--- src/hw/rtl/spbar_pkg.sv ---
// ----------------------------------------------------------------------------
// spbar_pkg: shared constants and helpers for the spectrum bar meter
// Field widths, level offsets, decay steps and the divide-by-three helper.
// ----------------------------------------------------------------------------
package spbar_pkg;

  localparam int NUM_BARS_DEF = 16;

  localparam int IDX_W   = 4;
  localparam int LEVEL_W = 8;
  localparam int MODE_W  = 2;
  localparam int DATA_W  = 24;

  typedef logic [IDX_W-1:0]   bar_idx_t;
  typedef logic [LEVEL_W-1:0] level_t;
  typedef logic [MODE_W-1:0]  mode_t;

  localparam mode_t MODE_AVG    = 2'd0;
  localparam mode_t MODE_ILV_40 = 2'd1;
  localparam mode_t MODE_ILV_60 = 2'd2;

  localparam logic signed [9:0] OFFSET_LO  = 10'sd40;
  localparam logic signed [9:0] OFFSET_HI  = 10'sd60;
  localparam level_t            BAR_DECAY  = 8'd4;
  localparam logic signed [9:0] PEAK_DECAY = 10'sd2;
  localparam logic [9:0]        PEAK_GAP   = 10'd2;
  localparam logic [15:0]       RECIP3     = 16'd171;

  // round an 8-bit value down to a multiple of three
  function automatic level_t quant3(input level_t v);
    logic [15:0] prod;
    logic [6:0]  quo;
    logic [8:0]  back;
    prod = {8'd0, v} * RECIP3;
    quo  = prod[15:9];
    back = {1'b0, quo, 1'b0} + {2'b00, quo};
    return back[7:0];
  endfunction

endpackage

--- src/hw/rtl/spectrum_bar_peak_hold_top.sv ---
// ----------------------------------------------------------------------------
// spectrum_bar_peak_hold_top: bar graph meter with decay and peak hold
//
//   port group    dir  beat contents
//   s_*           in   bar index, short and long level, source valid flag
//   m_*           out  bar index, new bar height, new peak height
//   cfg_*         in   source mode register write
//
// One beat per cycle in and out unless stalled; beats pass the input and
// output stages. Bar and peak stores are read and written in the same
// stage, so beats for the same bar may follow back to back. rst clears the
// stores, the source mode and both pipeline stages. A stalled output holds
// the input stage, which still takes a beat while its own slot is free.
// ----------------------------------------------------------------------------
module spectrum_bar_peak_hold_top
  import spbar_pkg::*;
#(
  parameter int NUM_BARS = NUM_BARS_DEF
) (
  input  logic              clk,
  input  logic              rst,
  input  logic              s_tvalid,
  output logic              s_tready,
  input  logic [DATA_W-1:0] s_tdata,   // bar_index[3:0], short_level[11:4], long_level[19:12]
  input  logic              s_tuser,   // source_valid
  output logic              m_tvalid,
  input  logic              m_tready,
  output logic [DATA_W-1:0] m_tdata,   // out_bar_index[3:0], bar_height[11:4], peak_height[19:12]
  input  logic              cfg_valid,
  output logic              cfg_ready,
  input  logic [MODE_W-1:0] cfg_data   // source_mode
);

  localparam int DEPTH = (NUM_BARS < (1 << IDX_W)) ? NUM_BARS : (1 << IDX_W);
  localparam int SEL_W = (DEPTH > 1) ? $clog2(DEPTH) : 1;

  mode_t    mode;
  level_t   bar_store  [DEPTH];
  level_t   peak_store [DEPTH];

  logic     in_vld;
  bar_idx_t in_idx;
  level_t   in_short;
  level_t   in_long;
  logic     in_src;

  logic     out_vld;
  bar_idx_t out_idx;
  level_t   out_bar;
  level_t   out_peak;

  logic     advance;
  logic     in_range;
  logic [SEL_W-1:0] sel;
  level_t   bar_rd;
  level_t   peak_rd;
  logic [8:0] sum;
  level_t   pick;
  logic signed [9:0] level;
  level_t   bar_dec;
  level_t   bar_raised;
  level_t   bar_next;
  logic signed [9:0] peak_dec;
  logic signed [9:0] peak_floor;
  logic signed [9:0] peak_sel;
  level_t   peak_next;

  assign cfg_ready = 1'b1;
  assign advance   = !out_vld || m_tready;
  assign s_tready  = !in_vld || advance;
  assign m_tvalid  = out_vld;
  assign m_tdata   = {4'd0, out_peak, out_bar, out_idx};

  always_ff @(posedge clk) begin
    if (rst) begin
      mode <= MODE_AVG;
    end else if (cfg_valid && cfg_ready) begin
      mode <= cfg_data;
    end
  end

  always_ff @(posedge clk) begin
    if (rst) begin
      in_vld <= 1'b0;
    end else if (s_tready) begin
      in_vld <= s_tvalid;
    end
  end

  always_ff @(posedge clk) begin
    if (s_tvalid && s_tready) begin
      in_idx   <= s_tdata[3:0];
      in_short <= s_tdata[11:4];
      in_long  <= s_tdata[19:12];
      in_src   <= s_tuser;
    end
  end

  assign in_range = ({1'b0, in_idx} < (IDX_W + 1)'(DEPTH));
  assign sel      = in_range ? in_idx[SEL_W-1:0] : '0;
  assign bar_rd   = bar_store[sel];
  assign peak_rd  = peak_store[sel];

  always_comb begin
    sum  = {1'b0, in_short} + {1'b0, in_long};
    pick = in_idx[0] ? in_long : in_short;
    if (!in_src) begin
      level = '0;
    end else begin
      case (mode)
        MODE_AVG:    level = $signed({2'b00, sum[8:1]}) - OFFSET_LO;
        MODE_ILV_40: level = $signed({2'b00, pick}) - OFFSET_LO;
        MODE_ILV_60: level = $signed({2'b00, pick}) - OFFSET_HI;
        default:     level = '0;
      endcase
    end

    bar_dec    = (bar_rd >= BAR_DECAY) ? (bar_rd - BAR_DECAY) : '0;
    bar_raised = (level > $signed({2'b00, bar_dec})) ? level[7:0] : bar_dec;
    bar_next   = quant3(bar_raised);

    peak_dec   = $signed({2'b00, peak_rd}) - PEAK_DECAY;
    peak_floor = $signed({2'b00, bar_next} + PEAK_GAP);
    if (bar_next == '0) begin
      peak_sel = (peak_dec < 0) ? '0 : peak_dec;
    end else begin
      peak_sel = (peak_dec < peak_floor) ? peak_floor : peak_dec;
    end
    peak_next = (peak_sel > 10'sd255) ? 8'd255 : peak_sel[7:0];
  end

  always_ff @(posedge clk) begin
    if (rst) begin
      for (int i = 0; i < DEPTH; i++) begin
        bar_store[i]  <= '0;
        peak_store[i] <= '0;
      end
    end else if (advance && in_vld && in_range) begin
      bar_store[sel]  <= bar_next;
      peak_store[sel] <= peak_next;
    end
  end

  always_ff @(posedge clk) begin
    if (rst) begin
      out_vld <= 1'b0;
    end else if (advance) begin
      out_vld <= in_vld;
    end
  end

  always_ff @(posedge clk) begin
    if (advance && in_vld) begin
      out_idx  <= in_idx;
      out_bar  <= in_range ? bar_next : '0;
      out_peak <= in_range ? peak_next : '0;
    end
  end

  a_reset_empty: assert property (@(posedge clk) rst |=> !m_tvalid)
    else $error("output valid after reset");

  a_bar_step: assert property (@(posedge clk) disable iff (rst)
    (m_tvalid && m_tdata[11:4] != 8'd0) |-> (m_tdata[11:4] == quant3(m_tdata[11:4])))
    else $error("bar height not a multiple of three");

  a_peak_above: assert property (@(posedge clk) disable iff (rst)
    (m_tvalid && m_tdata[11:4] != 8'd0) |->
      ({1'b0, m_tdata[19:12]} >= {1'b0, m_tdata[11:4]} + 9'd2))
    else $error("peak below bar plus gap");

  a_range_zero: assert property (@(posedge clk) disable iff (rst)
    (m_tvalid && {1'b0, m_tdata[3:0]} >= (IDX_W + 1)'(DEPTH)) |->
      (m_tdata[19:4] == 16'd0))
    else $error("unmapped bar with nonzero heights");

  a_store_hold: assert property (@(posedge clk) disable iff (rst)
    (in_vld && !advance) |=> (in_vld && $stable(bar_rd) && $stable(peak_rd)))
    else $error("store changed under a stalled beat");

endmodule
--- config.mk ---
export PLATFORM = sky130hd
export DESIGN_NAME = spectrum_bar_peak_hold_top
export DESIGN_NICKNAME = d
export VERILOG_FILES = /design/src/hw/rtl/spbar_pkg.sv /design/src/hw/rtl/spectrum_bar_peak_hold_top.sv
export SDC_FILE = /design/constraint.sdc
export NUM_CORES = 1
export LEC_CHECK = 0
export BUFFER_PORTS_ARGS = -buffer_cell sky130_fd_sc_hd__buf_4
export CORE_MARGIN = 8
export CORE_UTILIZATION = 33
export CTS_BUF_LIST = sky130_fd_sc_hd__clkbuf_4
export DETAILED_ROUTE_END_ITERATION = 8
export GPL_ROUTABILITY_DRIVEN = 0
export SETUP_SLACK_MARGIN = 0.1
export SLEW_MARGIN = 20
export SYNTH_ARGS = -nofsm -noshare
export SYNTH_HDL_FRONTEND = slang
export SYNTH_SLANG_ARGS = --single-unit
--- constraint.sdc ---
create_clock -name clk -period 40.9 [get_ports clk]
set_clock_uncertainty 0.15 [all_clocks]
set_input_delay 8.18 -clock clk [delete_from_list [all_inputs] [get_ports clk]]
set_output_delay 8.18 -clock clk [all_outputs]
set_load 0.01 [all_outputs]
==> run_results.csv <==
group,metric,value,unit
global_routing,globalRouteTotalUtil,14.7,%
global_routing,grt_pass1_wl,65000,µm
hold_path,min_from,"in_vld",
worst_setup_path,crit_type,"in -> out",
cts,clock_latency,0.74,ns
timing,finalHoldViolations,0,
route,drcViolationCount,0,
synthesis,synthTopCellsByArea,"edfxtp_1 (54%), mux4_2 (9.9%), ha_1 (5.6%)",
timing,min_period,17.11,ns
cts,post_cts_buffers,0,
hold_path,hold_class,"reg -> reg",
route,ant_nets,0,
route,num_vias,10800,
synthesis,syn_avg_cell_area,12.9,µm²
timing,max_freq,58.4,MHz
layout,area_growth,10.7,%
job,maxCapViolCount,0,
route,dr.pass1.iters,5,
route,wire_per_inst,20.6,µm
synthesis,ys_ff_latch,305,
timing,tightest_slew,1.12,ns
worst_setup_path,crit_path_max_incr_delay,0.22,ns
cts,hold_buffers,0,
layout,instances_no_fill,2051,
cts,clk_pin_slew,0.06,ns
synthesis,synth.most_common_cell,"edfxtp_1",
worst_setup_path,worstPathArrival,8.78,ns
timing,min_period_over_period,41.8,%
route,wl,42200,µm
synthesis,synth_common_cells,"edfxtp_1 (297), nor2_1 (166), a21oi_1 (118)",
synthesis,yosysWarnings,0,
floorplan,rows,82,
global_routing,antenna_found_initial,1,
hold_path,whs_endpoint,"m_tvalid",
synthesis,synth_top_area_cell,"edfxtp_1",
layout,fin_nets,1451,
worst_setup_path,path_buf_inv,2,
synthesis,ys_types,84,
route,vias_per_cell,5.25,
worst_setup_path,crit_path_cell_trace,"buf_4 > nor2b_1 > nand2_1 > buf_4",
worst_setup_path,crit_path_end_kind,"primary output",
floorplan,ios,59,
placement,place_inst,1925,
hold_path,hold_path_depth,2,
floorplan,dieArea,57800,µm²
cts,cts_max_level,3,
worst_setup_path,r2r_cells,52,
global_routing,grt_pass1_vias,11100,
cts,clock-sinks,305,
floorplan,die_y,241,µm
timing,relSlewSlack,25.0,%
synthesis,ys_async_sr_fraction,0,%
timing,slew_viol_final,0,
synthesis,netlist_area,16600,µm²
placement,io_buffers,49,
global_routing,grt_max_degree,118,
synthesis,seq_area_frac_synth,54.6,%
worst_setup_path,cp-start-kind,"input port",
cts,clockBufferDepth,3,
floorplan,core-area,50000,µm²
global_routing,overflow,0,
cts,root_buffer,"clkbuf_4",
cts,cts-resized-gates,0,
route,dr.first_iter.drc_count,825,
floorplan,die-width,241,µm
layout,final_area,18400,µm²
synthesis,synth_edf_count,297,
timing,setup_tns,0,ns
worst_setup_path,critPathTopFamily,"simple AND/OR/NAND/NOR gates",
placement,place_hpwl,26900,µm
worst_setup_path,r2r_end,"out_peak[6]",
floorplan,start_util,33.3,%
timing,grt_setup_unrepaired,"no",
timing,setup-violations-final,0,
cts,cts-buffers-inserted,75,
synthesis,synth_top_cell_area_share,53.6,%
worst_setup_path,crit_top_cell,"buf_4",
worst_setup_path,required,32.57,ns
worst_setup_path,path_max_fanout,4,
worst_setup_path,cp_slowest_cell,"nor2b_1",
layout,drive_gt1_share,21.8,%
cts,cts_tree,"yes",
placement,placed_area,17500,µm²
status,status,"complete, no violations",
synthesis,synth-main-ff-cell,"edfxtp_1",
worst_setup_path,rrSetupSlack,25.68,ns
layout,fill_cells,4837,
synthesis,postSynthCellCount,1285,
[per-layer routing]
layer  GRT usage (%)  up-vias  share of wire, %
li1                -     4945                 -
met2            24.0      380                48
met4            5.28        0               2.6
met5               0        -                 0
met3            3.88       70               7.4
met1            18.8     5374                42
[per-stage QoR]
stage	hold WS (ns)	utilization (%)	setup WS, ns
6_report	0.385	36.8	23.79
5_1_grt	0.438	36.8	23.76
4_1_cts	0.383	36.8	23.80
3_5_place_dp	0.366	35.0	23.81
3_3_place_gp	0.356	35.0	23.83
2_1_floorplan	0.274	-	24.09
[worst max path at each step]
stage,start,endpoint,slack (ns),cells after the start
floorplan,m_tready,s_tready,24.09,2
global placement,m_tready,s_tready,23.83,4
detailed placement,m_tready,s_tready,23.81,4
CTS,m_tready,s_tready,23.80,4
global route,m_tready,s_tready,23.76,4
finish,m_tready,s_tready,23.79,4
[cell families (layout without fill, tap and decap cells)]
group                    count (synthesis)  after routing  synth area share (%)
other                                    2              6                0.0452
AO/OA/AOI/OAI                          269            269                  10.9
multiplexers                           106            106                  12.1
flip-flops                             305            305                  54.6
adder cells (fa/ha/maj)                 90             90                  7.39
XOR/XNOR                                31             31                  1.79
buffers and inverters                  171            261                  4.68
AND/OR/NAND/NOR                        311            311                  8.54
[sequential cells by signal, summed over array words and instances, names as in the netlist, named ones only]
signal      flops
bar_store     128
in_idx          4
in_long         8
in_short        8
in_src          1
in_vld          1
m_tvalid        1
mode            2
out_bar         8
out_idx         4
out_peak        8
peak_store    128
[cell usage in the layout (no fill, tap or decap), types with 4 or more instances in the layout]
master    Yosys  final
inv_2         2      4
buf_4        11     58
or3_1         4      4
nor2_1      166    166
nor3_1       10     10
xnor2_1      14     12
a31oi_1      35     35
nand4_1       4      4
clkbuf_4      0    109
o211ai_1      5      5
and3_1        4      4
o21a_1        8      8
a31o_2        4      4
nor2b_1       7      7
clkinv_1      2     10
mux2i_1      20     20
edfxtp_1    297    297
and2_1        7      7
dfxtp_1       8      5
a211oi_1      7      7
o21ai_0      27     27
a21o_1       16     16
a311oi_1      6      6
conb_1        2      5
inv_1        73     73
mux4_2       73     73
a21oi_1     118    118
nand3_2       4      4
nand3_1      10     10
mux2_2       11     11
fa_1         14     14
ha_1         75     75
nand2_1      55     55
xor2_1       15     15
a31oi_4       6      6
nand2b_1     24     22
[worst min-delay path: cells and delay by family (launching register included)]
kind,cells,cell delay [ns]
DFF,1,0.34
and+or+nand+nor,2,0.15
[area by class of cell]
cell class / instances / area, µm² / area share [%]
flip-flops and latches: 305 / 9080 / 49.4
multi-input cells: 812 / 6830 / 37.1
well taps: 672 / 841 / 4.57
clock buffers: 109 / 818 / 4.45
repair buffers: 59 / 447 / 2.43
inverters: 77 / 289 / 1.57
clock inverters: 16 / 101 / 0.551
diodes: 1 / 2.50 / 0.0136
Power is not shown: default switching activity piles up to over one toggle a cycle in this logic, so the estimate is an artifact.
